==> src/rtl/mtt_pkg.sv <==
// Shared types, character codes and helpers for the markup tag tokenizer.
// No dependencies; every other file in rtl/ imports this package.
package mtt_pkg;

    localparam int LOOKAHEAD = 8;
    localparam int DT_LEN    = 8;
    localparam int WIN_DEPTH = LOOKAHEAD + 1;
    localparam int FILL_W    = $clog2(WIN_DEPTH + 1);
    localparam int POS_W     = 32;
    localparam int OUT_POS_W = 32;

    localparam logic [POS_W-1:0] POS_MAX = '1;

    localparam logic [7:0] CH_GT    = 8'h3E;
    localparam logic [7:0] CH_LT    = 8'h3C;
    localparam logic [7:0] CH_DASH  = 8'h2D;
    localparam logic [7:0] CH_SLASH = 8'h2F;
    localparam logic [7:0] CH_SPACE = 8'h20;
    localparam logic [7:0] CH_BANG  = 8'h21;

    // "!DOCTYPE"
    localparam logic [7:0] DT_WORD [DT_LEN] = '{
        8'h21, 8'h44, 8'h4F, 8'h43, 8'h54, 8'h59, 8'h50, 8'h45
    };

    typedef enum logic [1:0] {
        EV_CONTENT = 2'd0,
        EV_ATTR    = 2'd1,
        EV_END     = 2'd2
    } t_event;

    typedef enum logic [1:0] {
        KIND_TEXT    = 2'd0,
        KIND_ELEM    = 2'd1,
        KIND_COMMENT = 2'd2,
        KIND_DOCTYPE = 2'd3
    } t_kind;

    typedef struct packed {
        t_event             ev;
        t_kind              kind;
        logic [7:0]         data;
        logic               is_start;
        logic               is_end;
        logic               is_void;
        logic [POS_W-1:0]   pos;
    } t_result;

    typedef struct packed {
        logic [1:0] skip;
        logic       in_tag;
        logic       closing;
        logic       self_close;
        logic       attr;
        logic       in_comment;
        logic       in_doctype;
        logic       text_pend;
    } t_tok_state;

    typedef logic [WIN_DEPTH-1:0][7:0] t_win;

    // Saturating position advance
    function automatic logic [POS_W-1:0] pos_add(input logic [POS_W-1:0] p,
                                                 input logic [1:0] d);
        logic [POS_W:0] sum;
        sum = {1'b0, p} + {{(POS_W-1){1'b0}}, d};
        return sum[POS_W] ? POS_MAX : sum[POS_W-1:0];
    endfunction

endpackage

==> src/rtl/mtt_decide.sv <==
// Decision logic for the oldest byte of the lookahead window.
// Depends on mtt_pkg. Purely combinational; one byte decided per call.
module mtt_decide
    import mtt_pkg::*;
(
    input  t_win               i_win,
    input  logic [FILL_W-1:0]  i_fill,
    input  t_tok_state         i_st,
    input  logic [POS_W-1:0]   i_pos,
    output logic               o_res_valid,
    output t_result            o_res,
    output t_tok_state         o_st
);

    logic [7:0] c;
    logic       dt_full;

    assign c = i_win[0];

    always_comb begin
        dt_full = (i_fill > FILL_W'(DT_LEN));
        for (int i = 0; i < DT_LEN; i++) begin
            if (i_win[i+1] != DT_WORD[i]) begin
                dt_full = 1'b0;
            end
        end
    end

    always_comb begin
        o_st        = i_st;
        o_res_valid = 1'b0;
        o_res       = '0;
        if (i_st.skip != 2'd0) begin
            o_st.skip = i_st.skip - 2'd1;
        end else if (i_st.in_comment) begin
            o_res_valid = 1'b1;
            o_res.kind  = KIND_COMMENT;
            if (c == CH_DASH && i_fill > FILL_W'(2) && i_win[1] == CH_DASH
                    && i_win[2] == CH_GT) begin
                o_res.ev        = EV_END;
                o_res.pos       = pos_add(i_pos, 2'd2);
                o_st.skip       = 2'd2;
                o_st.in_comment = 1'b0;
            end else begin
                o_res.ev   = EV_CONTENT;
                o_res.data = c;
            end
        end else if (c == CH_LT && !i_st.in_tag && !i_st.in_doctype) begin
            // '<' closes any open text before opening its token
            if (i_st.text_pend) begin
                o_res_valid    = 1'b1;
                o_res.ev       = EV_END;
                o_res.kind     = KIND_TEXT;
                o_res.pos      = i_pos;
                o_st.text_pend = 1'b0;
            end
            if (dt_full) begin
                o_st.in_doctype = 1'b1;
            end else if (i_fill > FILL_W'(3) && i_win[1] == CH_BANG
                    && i_win[2] == CH_DASH && i_win[3] == CH_DASH) begin
                o_st.in_comment = 1'b1;
                o_st.skip       = 2'd3;
            end else begin
                o_st.in_tag = 1'b1;
                if (i_fill > FILL_W'(1) && i_win[1] == CH_SLASH) begin
                    o_st.closing = 1'b1;
                    o_st.skip    = 2'd1;
                end
            end
        end else if (i_st.in_doctype) begin
            o_res_valid = 1'b1;
            o_res.kind  = KIND_DOCTYPE;
            if (c == CH_GT) begin
                o_res.ev        = EV_END;
                o_res.pos       = i_pos;
                o_st.in_doctype = 1'b0;
            end else begin
                o_res.ev   = EV_CONTENT;
                o_res.data = c;
            end
        end else if (i_st.in_tag) begin
            if (!i_st.attr && c == CH_SPACE) begin
                o_st.attr = 1'b1;
            end else if (c == CH_SLASH && i_fill > FILL_W'(1) && i_win[1] == CH_GT) begin
                o_st.self_close = 1'b1;
                o_st.attr       = 1'b0;
                o_st.skip       = 2'd1;
            end else if (i_st.attr) begin
                o_res_valid = 1'b1;
                o_res.ev    = EV_ATTR;
                o_res.kind  = KIND_ELEM;
                o_res.data  = c;
                if (i_fill > FILL_W'(1) && i_win[1] == CH_GT) begin
                    o_st.attr = 1'b0;
                end
            end else if (c == CH_GT) begin
                o_res_valid    = 1'b1;
                o_res.ev       = EV_END;
                o_res.kind     = KIND_ELEM;
                o_res.pos      = i_pos;
                o_res.is_start = i_st.self_close || !i_st.closing;
                o_res.is_end   = i_st.self_close || i_st.closing;
                o_res.is_void  = i_st.self_close;
                o_st.in_tag     = 1'b0;
                o_st.closing    = 1'b0;
                o_st.self_close = 1'b0;
            end else begin
                o_res_valid = 1'b1;
                o_res.ev    = EV_CONTENT;
                o_res.kind  = KIND_ELEM;
                o_res.data  = c;
            end
        end else begin
            o_res_valid    = 1'b1;
            o_res.ev       = EV_CONTENT;
            o_res.kind     = KIND_TEXT;
            o_res.data     = c;
            o_st.text_pend = 1'b1;
        end
    end

endmodule

==> src/rtl/mtt_emit.sv <==
// Result hold slot and output register; marks the final result of each input.
// Depends on mtt_pkg.
module mtt_emit
    import mtt_pkg::*;
(
    input  logic                  i_clk,
    input  logic                  i_rst_n,
    input  logic                  i_work,
    input  logic                  i_new_valid,
    input  t_result               i_new,
    input  logic                  i_step_end,
    output logic                  o_can_work,
    output logic                  o_out_valid,
    input  logic                  i_out_stall,
    output logic [1:0]            o_event_res,
    output logic [1:0]            o_kind,
    output logic [7:0]            o_out_byte,
    output logic                  o_is_start,
    output logic                  o_is_end,
    output logic                  o_is_void,
    output logic [OUT_POS_W-1:0]  o_position,
    output logic                  o_run_last
);

    logic    r_hv;
    logic    r_hd;      // held result is the last of its input
    t_result r_h;
    logic    r_ov;
    t_result r_o;
    logic    r_o_last;

    logic out_free;
    logic push;
    logic take_new;

    assign out_free   = !r_ov || !i_out_stall;
    assign o_can_work = out_free || !r_hv;
    assign take_new   = i_work && i_new_valid;
    assign push       = r_hv && out_free && (r_hd || take_new);

    always_ff @(posedge i_clk) begin
        if (!i_rst_n) begin
            r_hv <= 1'b0;
            r_hd <= 1'b0;
        end else if (take_new) begin
            r_hv <= 1'b1;
            r_hd <= i_step_end;
        end else if (push) begin
            r_hv <= 1'b0;
            r_hd <= 1'b0;
        end else if (i_work && i_step_end && r_hv) begin
            r_hd <= 1'b1;
        end
    end

    always_ff @(posedge i_clk) begin
        if (take_new) begin
            r_h <= i_new;
        end
    end

    always_ff @(posedge i_clk) begin
        if (!i_rst_n) begin
            r_ov <= 1'b0;
        end else if (out_free) begin
            r_ov <= push;
        end
    end

    always_ff @(posedge i_clk) begin
        if (out_free && push) begin
            r_o      <= r_h;
            r_o_last <= r_hd;
        end
    end

    assign o_out_valid = r_ov;
    assign o_event_res = r_o.ev;
    assign o_kind      = r_o.kind;
    assign o_out_byte  = r_o.data;
    assign o_is_start  = r_o.is_start;
    assign o_is_end    = r_o.is_end;
    assign o_is_void   = r_o.is_void;
    assign o_position  = r_o.pos[OUT_POS_W-1:0];
    assign o_run_last  = r_o_last;

endmodule

==> src/rtl/markup_tag_tokenizer_unit.sv <==
// Markup tag tokenizer, top level: lookahead window, tokenizer state, control.
// Depends on mtt_pkg, mtt_decide and mtt_emit.
//
// Usage:
//  Input channel: one markup byte per transfer (i_in_byte, i_in_last), handshake
//  i_in_valid / o_in_stall. Output channel: one result per transfer, handshake
//  o_out_valid / i_out_stall; o_run_last marks the final result of an input byte.
//  Bytes wait in a nine-entry window until the oldest has seven bytes behind it
//  (eight when a '<' may open a doctype). Each byte normally decides one older
//  byte in the same cycle, so a byte is taken every cycle unless the unit stalls.
//  A result enters the hold slot at the transfer edge and moves on to the output
//  register once it is known to be the last of its input or the next result
//  arrives, and the register is free. Once a "<!DOCTYP" lookahead has been held
//  back, the next byte leads to two decisions, with the input held while the
//  second is made. A byte with i_in_last flushes the window: each waiting byte
//  (up to nine) is decided in turn, then any open text token is closed, with the
//  input held meanwhile; afterwards the tokenizer is back in its reset state for
//  the next document. When the receiver stalls, the output register and one hold
//  slot fill; the input then stalls too and nothing is lost or reordered.
//  Reset (synchronous, active low) empties the window, clears all token state,
//  the position counter and both output stages. The position saturates.
module markup_tag_tokenizer_unit
    import mtt_pkg::*;
(
    input  logic                  i_clk,
    input  logic                  i_rst_n,
    input  logic                  i_in_valid,
    output logic                  o_in_stall,
    input  logic [7:0]            i_in_byte,
    input  logic                  i_in_last,
    output logic                  o_out_valid,
    input  logic                  i_out_stall,
    output logic [1:0]            o_event_res,
    output logic [1:0]            o_kind,
    output logic [7:0]            o_out_byte,
    output logic                  o_is_start,
    output logic                  o_is_end,
    output logic                  o_is_void,
    output logic [OUT_POS_W-1:0]  o_position,
    output logic                  o_run_last
);

    t_win               r_win;
    logic [FILL_W-1:0]  r_fill;
    t_tok_state         r_st;
    logic [POS_W-1:0]   r_pos;
    logic               r_busy;
    logic               r_last;

    t_win               n_win;
    logic [FILL_W-1:0]  n_fill;
    t_tok_state         n_st;
    logic [POS_W-1:0]   n_pos;
    logic               n_busy;

    logic               can_work;
    logic               work;
    t_win               w1;
    logic [FILL_W-1:0]  fill1;
    logic               lastm;
    logic               tml;
    logic               m7;
    logic               rdy;
    logic               do_dec;
    logic               final_cyc;
    logic               dec_valid;
    t_result            dec_res;
    t_tok_state         dec_st;
    logic               new_valid;
    t_result            new_res;

    assign o_in_stall = r_busy || !can_work;
    assign work       = can_work && (r_busy || i_in_valid);

    // Window after taking the incoming byte
    always_comb begin
        for (int i = 0; i < WIN_DEPTH; i++) begin
            w1[i] = (!r_busy && r_fill == FILL_W'(i)) ? i_in_byte : r_win[i];
        end
        fill1 = r_busy ? r_fill : r_fill + FILL_W'(1);
        lastm = r_busy ? r_last : i_in_last;
    end

    // Readiness: hold back a '<' that may still turn out to open a doctype
    always_comb begin
        tml = (r_st.skip == 2'd0) && !r_st.in_comment && !r_st.in_tag
              && !r_st.in_doctype && (fill1 != '0) && (w1[0] == CH_LT);
        m7 = (fill1 > FILL_W'(DT_LEN - 1));
        for (int i = 0; i < DT_LEN - 1; i++) begin
            if (w1[i+1] != DT_WORD[i]) begin
                m7 = 1'b0;
            end
        end
        rdy = (fill1 >= FILL_W'(DT_LEN))
              && !((fill1 == FILL_W'(DT_LEN)) && tml && m7);
        do_dec    = (fill1 != '0) && (lastm || rdy);
        final_cyc = r_busy && (fill1 == '0);
    end

    mtt_decide u_decide (
        .i_win       (w1),
        .i_fill      (fill1),
        .i_st        (r_st),
        .i_pos       (r_pos),
        .o_res_valid (dec_valid),
        .o_res       (dec_res),
        .o_st        (dec_st)
    );

    always_comb begin
        n_win     = w1;
        n_fill    = fill1;
        n_st      = r_st;
        n_pos     = r_pos;
        n_busy    = 1'b0;
        new_valid = 1'b0;
        new_res   = dec_res;
        if (final_cyc) begin
            // flush complete: close open text at the total byte count
            new_valid      = r_st.text_pend;
            new_res        = '0;
            new_res.ev     = EV_END;
            new_res.kind   = KIND_TEXT;
            new_res.pos    = r_pos;
            n_fill         = '0;
            n_st           = '0;
            n_pos          = '0;
        end else if (do_dec) begin
            new_valid = dec_valid;
            for (int i = 0; i < WIN_DEPTH - 1; i++) begin
                n_win[i] = w1[i+1];
            end
            n_fill = fill1 - FILL_W'(1);
            n_st   = dec_st;
            n_pos  = pos_add(r_pos, 2'd1);
            n_busy = ((n_fill != '0) && (lastm || n_fill >= FILL_W'(DT_LEN)))
                     || (lastm && n_fill == '0 && dec_st.text_pend);
            if (lastm && !n_busy) begin
                n_fill = '0;
                n_st   = '0;
                n_pos  = '0;
            end
        end
    end

    always_ff @(posedge i_clk) begin
        if (!i_rst_n) begin
            r_fill <= '0;
            r_st   <= '0;
            r_pos  <= '0;
            r_busy <= 1'b0;
            r_last <= 1'b0;
        end else if (work) begin
            r_fill <= n_fill;
            r_st   <= n_st;
            r_pos  <= n_pos;
            r_busy <= n_busy;
            r_last <= lastm;
        end
    end

    always_ff @(posedge i_clk) begin
        if (work) begin
            r_win <= n_win;
        end
    end

    mtt_emit u_emit (
        .i_clk       (i_clk),
        .i_rst_n     (i_rst_n),
        .i_work      (work),
        .i_new_valid (new_valid),
        .i_new       (new_res),
        .i_step_end  (!n_busy),
        .o_can_work  (can_work),
        .o_out_valid (o_out_valid),
        .i_out_stall (i_out_stall),
        .o_event_res (o_event_res),
        .o_kind      (o_kind),
        .o_out_byte  (o_out_byte),
        .o_is_start  (o_is_start),
        .o_is_end    (o_is_end),
        .o_is_void   (o_is_void),
        .o_position  (o_position),
        .o_run_last  (o_run_last)
    );

endmodule

==> config.mk <==
export PLATFORM = sky130hd
export DESIGN_NAME = markup_tag_tokenizer_unit
export DESIGN_NICKNAME = d
export VERILOG_FILES = /design/src/rtl/mtt_pkg.sv /design/src/rtl/mtt_decide.sv /design/src/rtl/mtt_emit.sv /design/src/rtl/markup_tag_tokenizer_unit.sv
export SDC_FILE = /design/constraint.sdc
export NUM_CORES = 1
export LEC_CHECK = 0
export ABC_AREA = 1
export ABC_CLOCK_PERIOD_IN_PS = 8500
export BUFFER_PORTS_ARGS = -buffer_cell sky130_fd_sc_hd__buf_4
export CAP_MARGIN = 10
export CORE_MARGIN = 1.5
export CORE_UTILIZATION = 60
export DETAILED_ROUTE_END_ITERATION = 10
export HOLD_SLACK_MARGIN = 0.15
export PLACE_DENSITY = 0.8
export SETUP_SLACK_MARGIN = 0.2
export SYNTH_ARGS = -nofsm -noshare
export SYNTH_HDL_FRONTEND = slang
export SYNTH_HIERARCHICAL = 1
export SYNTH_SLANG_ARGS = --single-unit
==> constraint.sdc <==
create_clock -name i_clk -period 8.5 [get_ports i_clk]
set_input_delay 1.275 -clock i_clk [delete_from_list [all_inputs] [get_ports i_clk]]
set_output_delay 1.275 -clock i_clk [all_outputs]
set_load 0.05 [all_outputs]
# After elaboration in Yosys (flattened, before gate mapping)
# Cells that the tools add are included.
# op_classes
n_addsub	5
n_bitwise	2
n_lt_le_gt_ge	7
reduce_logical	93
muxes	125
n_eq_ne	48
# ops
op	count
$mux 32	12
$mux 47	3
$mux 64	2
$mux 35	3
$eq 8x6->1 const B	12
$mux 8	11
$ne 8x7->1 const B	7
$mux 12	4
$mux 1	47
$logic_and 1x1->1	43
$mux 4	10
$add 32x1->33 const B	1
$add 32x2->33 const B	1
$mux 3	11
$mux 2	14
$mux 9	3
$reduce_bool 4->1	5
$eq 4x3->1 const B	4
$reduce_and 7->1	2
$logic_not 1->1	13
$reduce_and 13->1	1
$logic_not 4->1	3
$mux 6	2
$ne 4x1->1 const B	3
38 further kinds	63
# totals
out_inout_bits	50
elab_cells	321
regBits	217
inputBits	13

# Longest topological paths before layout
# Gate-level depths: netlist (run 1).
# logic_depth
word_depth	30
depth_mapped	29
mapped_depth_nobuf	27

# Modules after synthesis
# The synthesis (run 1) kept the hierarchy.
# by_module_without_submodules
module	n_inst	seq_area_each_um2	cells_each	area_per_inst_um2
markup_tag_tokenizer_unit	1	3103.0	1261	8122.8
mtt_emit	1	2912.8	120	3031.7
mtt_decide	1	0.0	596	2650.0

# Worst setup path before layout (run 1)
# No wires, ideal clock.
# synth_timing
path_kind	input-to-reg
start	in i_out_stall
end	reg u_emit.r_o (netlist bit u_emit/o_event_res[0]) (enable)
path_slack_ps	2455
arrival_time_ps	5642
path_buffers	2
setup_time_ps	402
cell_stages	9
required_ps	8098
cell_sequence	nand3_1 o21ai_0 inv_1 clkbuf_1 buf_1 nand2_2 nand2_2 nand3_2 inv_1
# synth_between
elab_chain_cells	8
elab_cells_between_ends	9
classes_between	reduce/logical: 9
# synth_rtl
element	line_no	rtl
start: declaration	markup_tag_tokenizer_unit.sv:32	input logic i_out_stall,
$logic_not 1->1	mtt_emit.sv:36	assign out_free = !r_ov || !i_out_stall;
$logic_or 1x1->1	mtt_emit.sv:36	
$logic_or 1x1->1	mtt_emit.sv:37	assign o_can_work = out_free || !r_hv;
$logic_and 1x1->1	markup_tag_tokenizer_unit.sv:73	assign work = can_work && (r_busy || i_in_valid);
named net work	markup_tag_tokenizer_unit.sv:57	logic work;
$logic_and 1x1->1	mtt_emit.sv:38	assign take_new = i_work && i_new_valid;
$logic_or 1x1->1	mtt_emit.sv:39	assign push = r_hv && out_free && (r_hd || take_new);
$logic_and 1x1->1	mtt_emit.sv:39	
$logic_and 1x1->1	mtt_emit.sv:71	if (out_free && push) begin
end signal: assignment	mtt_emit.sv:72	r_o <= r_h;
end: declaration	mtt_emit.sv:29	t_result r_o;
# The timed path passes the listed nets, and every way through them passes these cells.
# A chain may end at the register's enable or synchronous reset.

==> results of run 1 <==
[per-layer routing]
layer  vias up  global-route usage [%]  routed length, microns
met2       793                    49.1                   16700
li1       6393                       -                       -
met4         0                    6.50                     565
met5         -                       0                       0
met3        52                    7.76                    5230
met1      5986                    51.8                   17800
[final cells by class]
type	count	area [sq um]	area share, %
Antenna cell	1	2.50	0.0166
Clock buffer	26	587	3.90
Clock inverter	16	124	0.822
Inverter	289	1100	7.31
Tap cell	285	357	2.37
Timing Repair Buffer	71	533	3.54
Sequential cell	217	6020	39.9
Multi-Input combinational cell	1408	6340	42.1
[worst register-to-register path, delay by kind of cell, from the launching register on]
kind	cells	cell delay [ps]
and+or+nand+nor	13	2370
AOI/OAI and AO/OA	4	1070
buffers and inverters	6	980
DFF	1	370
adders and majority gates	1	180
[cells in the final DEF (no fill, tap or decap), types with 3 or more instances in the layout]
master / count
a21oi_1: 55
clkinv_2: 5
nand3b_1: 5
o21ai_0: 123
nand3_1: 168
nor3_1: 24
or2_2: 6
o21bai_1: 3
nor2_1: 241
clkbuf_1: 3
buf_4: 71
nor4_1: 7
nor2_2: 11
nand2_2: 12
nand4_1: 23
edfxtp_1: 167
clkinv_1: 4
inv_1: 277
dfxtp_1: 50
clkbuf_16: 23
xor2_1: 21
clkinvlp_4: 3
inv_2: 9
inv_6: 3
xnor2_1: 6
a31oi_1: 5
nor2_4: 4
o21ai_1: 25
nand2_1: 637
ha_1: 9
[where the power goes]
| part | leakage (nW) | switching [mW] | total, mW | internal, mW |
|---|---|---|---|---|
| clock network | 0.344 | 0.432 | 0.965 | 0.533 |
| registers | 2.03 | 0.303 | 2.12 | 1.82 |
| logic | 4.15 | 2.37 | 3.23 | 0.859 |
[final timing paths]
path	from	to
setup / recovery	r_fill[0]	r_pos[11]
hold / removal	u_emit/r_h[13]	u_emit/o_position[13]
setup reg to reg	r_fill[0]	r_pos[11]
hold reg to reg	u_emit/r_h[13]	u_emit/o_position[13]
[sequential cells by signal (all words and copies together), names as in the netlist]
register            cells
u_emit/o_is_start       1
u_emit/o_out_valid      1
r_busy                  1
r_st                    9
r_pos                  32
u_emit/r_h             47
r_last                  1
u_emit/o_is_end         1
u_emit/o_event_res      2
u_emit/o_is_void        1
u_emit/o_position      32
u_emit/o_kind           2
u_emit/r_hd             1
u_emit/o_run_last       1
r_fill                  4
u_emit/o_out_byte       8
u_emit/r_hv             1
r_win                  72
[kinds of logic after synthesis]
logic type               count (synthesis)
flip-flops                             217
multiplexers                             2
XOR/XNOR                                27
AO/OA/AOI/OAI                          222
adder cells (fa/ha/maj)                  9
AND/OR/NAND/NOR                       1148
buffers and inverters                  352
[per-stage QoR]
step           power [mW]  cells  util, %  hold WS (ps)
6_report             6.31   2313     66.5           418
5_1_grt              6.79   2312     66.5           421
4_1_cts              6.23   2312     66.5           418
3_5_place_dp         5.25   2270     63.4           405
3_3_place_gp         5.18   2270     63.4           401
2_1_floorplan        4.45   1977        -           400
==> out/results.txt, run 1 <==
Yosys top cell area share: 36.3%
worst hold path type: register to register
crit path cell chain: inv_1 > ha_1 > inv_1 > nor2_1 > nand2_1 > o21ai_1 > nand2_2 > nor2_2 > nand2_1 > nor2_2 > inv_1 > nor2_1 > inv_1 > o21ai_0 > inv_1 > nand3b_1 > a21oi_1 > nand2_1 > nand2_1 > inv_1 > o21ai_0 > nand3_1 > nand2_1 > nor2_1
top cells by area, synth: edfxtp_1 36%, nand2_1 17%, inv_1 7.6%
wire length of the first global-routing pass: 63700 microns
Mapped Area: 13800 sq um
Buf+Inv Stages, Crit Path: 6
post-synthesis mux area share: 0.163%
cell repeated most along the worst path: inv_1
status: complete, no violations
clock skew: 12.7 ps
row count: 55
max_cap viols: 0
top-count cell post-synth: nand2_1
clk slew on worst S/H paths: 60 ps
Max transition margin: 30.0%
Seq/Total Area, Yosys: 43.6%
CTS tree: built
cells after synthesis: 1977
critical path arrival: 5490 ps
largest family of logic cells by synthesized area: simple AND/OR/NAND/NOR gates
Yosys top cell by area: edfxtp_1
top cells by count, synth: 638 x nand2_1, 279 x inv_1, 241 x nor2_1
Worst Hold Depth: 0
drt total wl: 40300 microns
die area: 23900 sq um
final setup margin: 3400 ps
setup bufs post-CTS: 0
Seq cells post-synth: 217
Die Ht: 155 microns
pre-CTS setup slack: 3540 ps
Final Instance Area: 15100 sq um
clock root buffer: clkbuf_16
DP HPWL: 28900 microns
simple-gate share of the synthesized area: 34.8%
cts bufs inserted: 23
Crit-path slowest cell: inv_1
setup TNS: 0 ps
Mean Syn Cell Area: 6.98 sq um
wire length per cell: 17.4 microns
post-synth cell types: 46
fin crit period: 5100 ps
htree depth: 1
fin nets: 2032
DR iter-0 viols: 1780
Clk Latency, worst-skew pair: 520 ps
Final Hold Fails: 0
Synth Area in Compound Gates: 8.46%
placed cell areas: 14400 sq um
CP Launch Type: register
antenna-violating nets left: 0
CP Data Required Time: 8880 ps
Worst Path Class, Setup: register to register
Main synth FF type: edfxtp_1
final setup vio count: 0
GR Overflow Total: 0
via density per instance: 5.72
GRT Total Usage: 33.8%
Leak: 6.52 nW
number of synthesized flops with an enable pin: 167
Setup crit end kind: register
share of cells above drive strength 1: 7.94%
core region area: 22600 sq um
DR pass1 iterations: 6
synth-to-layout area growth: 9.13%
Initial Utilization: 61.0%
actual slew at the worst max-slew pin: 1050 ps
# DRC: 0
cts hold-fix bufs: 0
pwr/cell area: 419 nW/um^2
Worst R2R Setup Slack: 3400 ps
Layout fillers: 2027
number of I/O port buffers: 62
initial antenna violation count: 1
Die X: 155 microns
fin crit share: 60.0%
Top-Level Pins: 63
Slew Viols, Final: 0
unrepaired setup endpoints after global routing: no
FFs w/ async S/R, synth: 0%
critical path fanouts, max: 26
FF-to-FF path depth: 24
GP Congestion: 1.00
PostCTS Resize Cnt: 0
CTS max path bufs: 3
# clock sinks: 217
CP Depth: 24
vias in the first global route: 11.9k
largest net degree at the start of global routing: 100
CP peak stage delay: 580 ps
Adder-Cell Fraction of Synth Area: 0.816%
Syn. warnings: 6
syn nets: 1999
xor/xnor share of the synthesized area: 1.71%
Peak VDD IR: 0.000413 V
fmax: 196 MHz
via count: 13.2k
CP top delay family: simple AND/OR/NAND/NOR gates
Power figures use the tool's default switching activity.
==> inputs of run 2 (changes only) <==
- ABC_CLOCK_PERIOD_IN_PS: 8500 -> 4950
- clock period: 8.5 -> 4.95 ns (I/O delays scaled with it)
==> out/results.txt, run 2 (same netlist as run 1, synthesis figures left out) <==
status: complete, no violations
Initial Utilization: 61.0% (unchanged)
fmax: 235 MHz (+20%)
pwr/cell area: 723 nW/um^2 (+72%)
fin nets: 2045 (+0.64%)
setup TNS: 0 ps (unchanged)
vias in the first global route: 12.0k (+0.78%)
via density per instance: 5.71 (about the same)
CP Launch Type: register
critical path fanouts, max: 16 (-38%)
GP Congestion: 0.973 (-3.1%)
GR Overflow Total: 0 (unchanged)
largest net degree at the start of global routing: 99 (-1.0%)
Top-Level Pins: 63 (unchanged)
critical path arrival: 4650 ps (-840 ps)
via count: 13.3k (+0.47%)
largest register by flop count: r_win
core region area: 22600 sq um (unchanged)
Largest register FFs: 72 (unchanged)
CP peak stage delay: 450 ps (-130 ps)
Worst Path Class, Setup: register to register
max_cap viols: 0 (unchanged)
DP HPWL: 29300 microns (+1.6%)
CP Depth: 27 (+13%)
initial antenna violation count: 1 (unchanged)
actual slew at the worst max-slew pin: 928 ps (-123 ps)
final setup vio count: 0 (unchanged)
number of I/O port buffers: 62 (unchanged)
wire length of the first global-routing pass: 63900 microns (+0.30%)
commonest non-fill, non-tap cell in the layout: nand2_1
drt total wl: 40600 microns (+0.65%)
Setup crit end kind: register
most frequent cells in the layout: 637 x nand2_1, 276 x inv_1, 241 x nor2_1
antenna-violating nets left: 0 (unchanged)
Max transition margin: 38.0% (+8.0 points)
Placed Instances: 2281 (+0.48%)
DR pass1 iterations: 6 (unchanged)
clock root buffer: clkbuf_16
FF-to-FF path depth: 27 (+13%)
Final Hold Fails: 0 (unchanged)
synth-to-layout area growth: 10.4%
die area: 23900 sq um (unchanged)
clk slew on worst S/H paths: 60 ps (about the same)
share of cells above drive strength 1: 8.53% (+0.58 points)
cts bufs inserted: 24 (+4.3%)
largest registers: r_win: 72 flops, u_emit/r_h: 47 flops
Worst Hold Depth: 0 (unchanged)
Slew Viols, Final: 0 (unchanged)
n_diodes: 0 (-1)
cell repeated most along the worst path: nand2_1
non-filler cells, final: 2326 (+0.56%)
# clock sinks: 217 (unchanged)
row count: 55 (unchanged)
Die Ht: 155 microns (unchanged)
DR iter-0 viols: 1877 (+5.4%)
cts hold-fix bufs: 0 (unchanged)
clock skew: 31.2 ps (+18.5 ps)
CTS max path bufs: 3 (unchanged)
CP top delay family: simple AND/OR/NAND/NOR gates
Clk Latency, worst-skew pair: 530 ps (about the same)
CP Data Required Time: 5340 ps (-3540 ps)
htree depth: 1 (unchanged)
Leak: 6.62 nW (+1.5%)
Peak VDD IR: 0.000607 V (+47%)
Die X: 155 microns (unchanged)
GRT Total Usage: 34.0% (+0.21 points)
PostCTS Resize Cnt: 0 (unchanged)
worst hold path type: register to register
total power: 11.0 mW (+74%)
CTS tree: built
setup bufs post-CTS: 0 (unchanged)
fin crit period: 4260 ps (-846 ps)
# DRC: 0 (unchanged)
hold slack final: 417 ps (-1.25 ps)
Crit-path slowest cell: dfxtp_1
Buf+Inv Stages, Crit Path: 8 (+2)
Layout fillers: 1965 (-3.1%)
fin crit share: 86.0% (+26 points)
wire length per cell: 17.4 microns (about the same)
unrepaired setup endpoints after global routing: yes
[run 2: through the flow]
stage	util (%)	setup slack, ps	instance area, sq um
after floorplan	-	546	13800
after detailed placement	63.9	702	14500
final	67.3	693	15200
after global placement	63.9	879	14500
after global routing	67.3	192	15200
after CTS	67.2	668	15200
[run 2: final cells by class]
| class | count | area (sq um) | share of cell area, % |
|---|---|---|---|
| sequential | 217 | 6020 | 39.5 |
| clock buffer | 29 | 661 | 4.34 |
| timing repair inverter | 1 | 7.51 | 0.0493 |
| inverter | 289 | 1100 | 7.25 |
| tap | 285 | 357 | 2.34 |
| multi-input combinational | 1408 | 6340 | 41.6 |
| clock inverter | 15 | 104 | 0.682 |
| timing repair buffer | 82 | 641 | 4.20 |
[run 2: path summary, 6_finish.rpt]
path | from | endpoint | slack [ps]
setup / recovery | r_fill[1] | r_pos[13] | 690
hold / removal | u_emit/r_h[9] | u_emit/o_position[9] | 420
setup reg to reg | r_fill[1] | r_pos[13] | 690
hold reg to reg | u_emit/r_h[9] | u_emit/o_position[9] | 420
[run 2: power by group]
group | internal, mW | total, mW | switching (mW)
logic | 1.57 | 5.70 | 4.13
registers | 3.11 | 3.61 | 0.492
clock network | 1.00 | 1.71 | 0.709
[run 2: routing by layer]
metal / vias to the layer above / global-route usage [%] / part of all wire [%]
met2: 792 / 48.0 / 40
met5: - / 0 / 0
met4: 0 / 7.42 / 2.1
li1: 6420 / - / -
met3: 79 / 8.18 / 13
met1: 5995 / 52.6 / 45
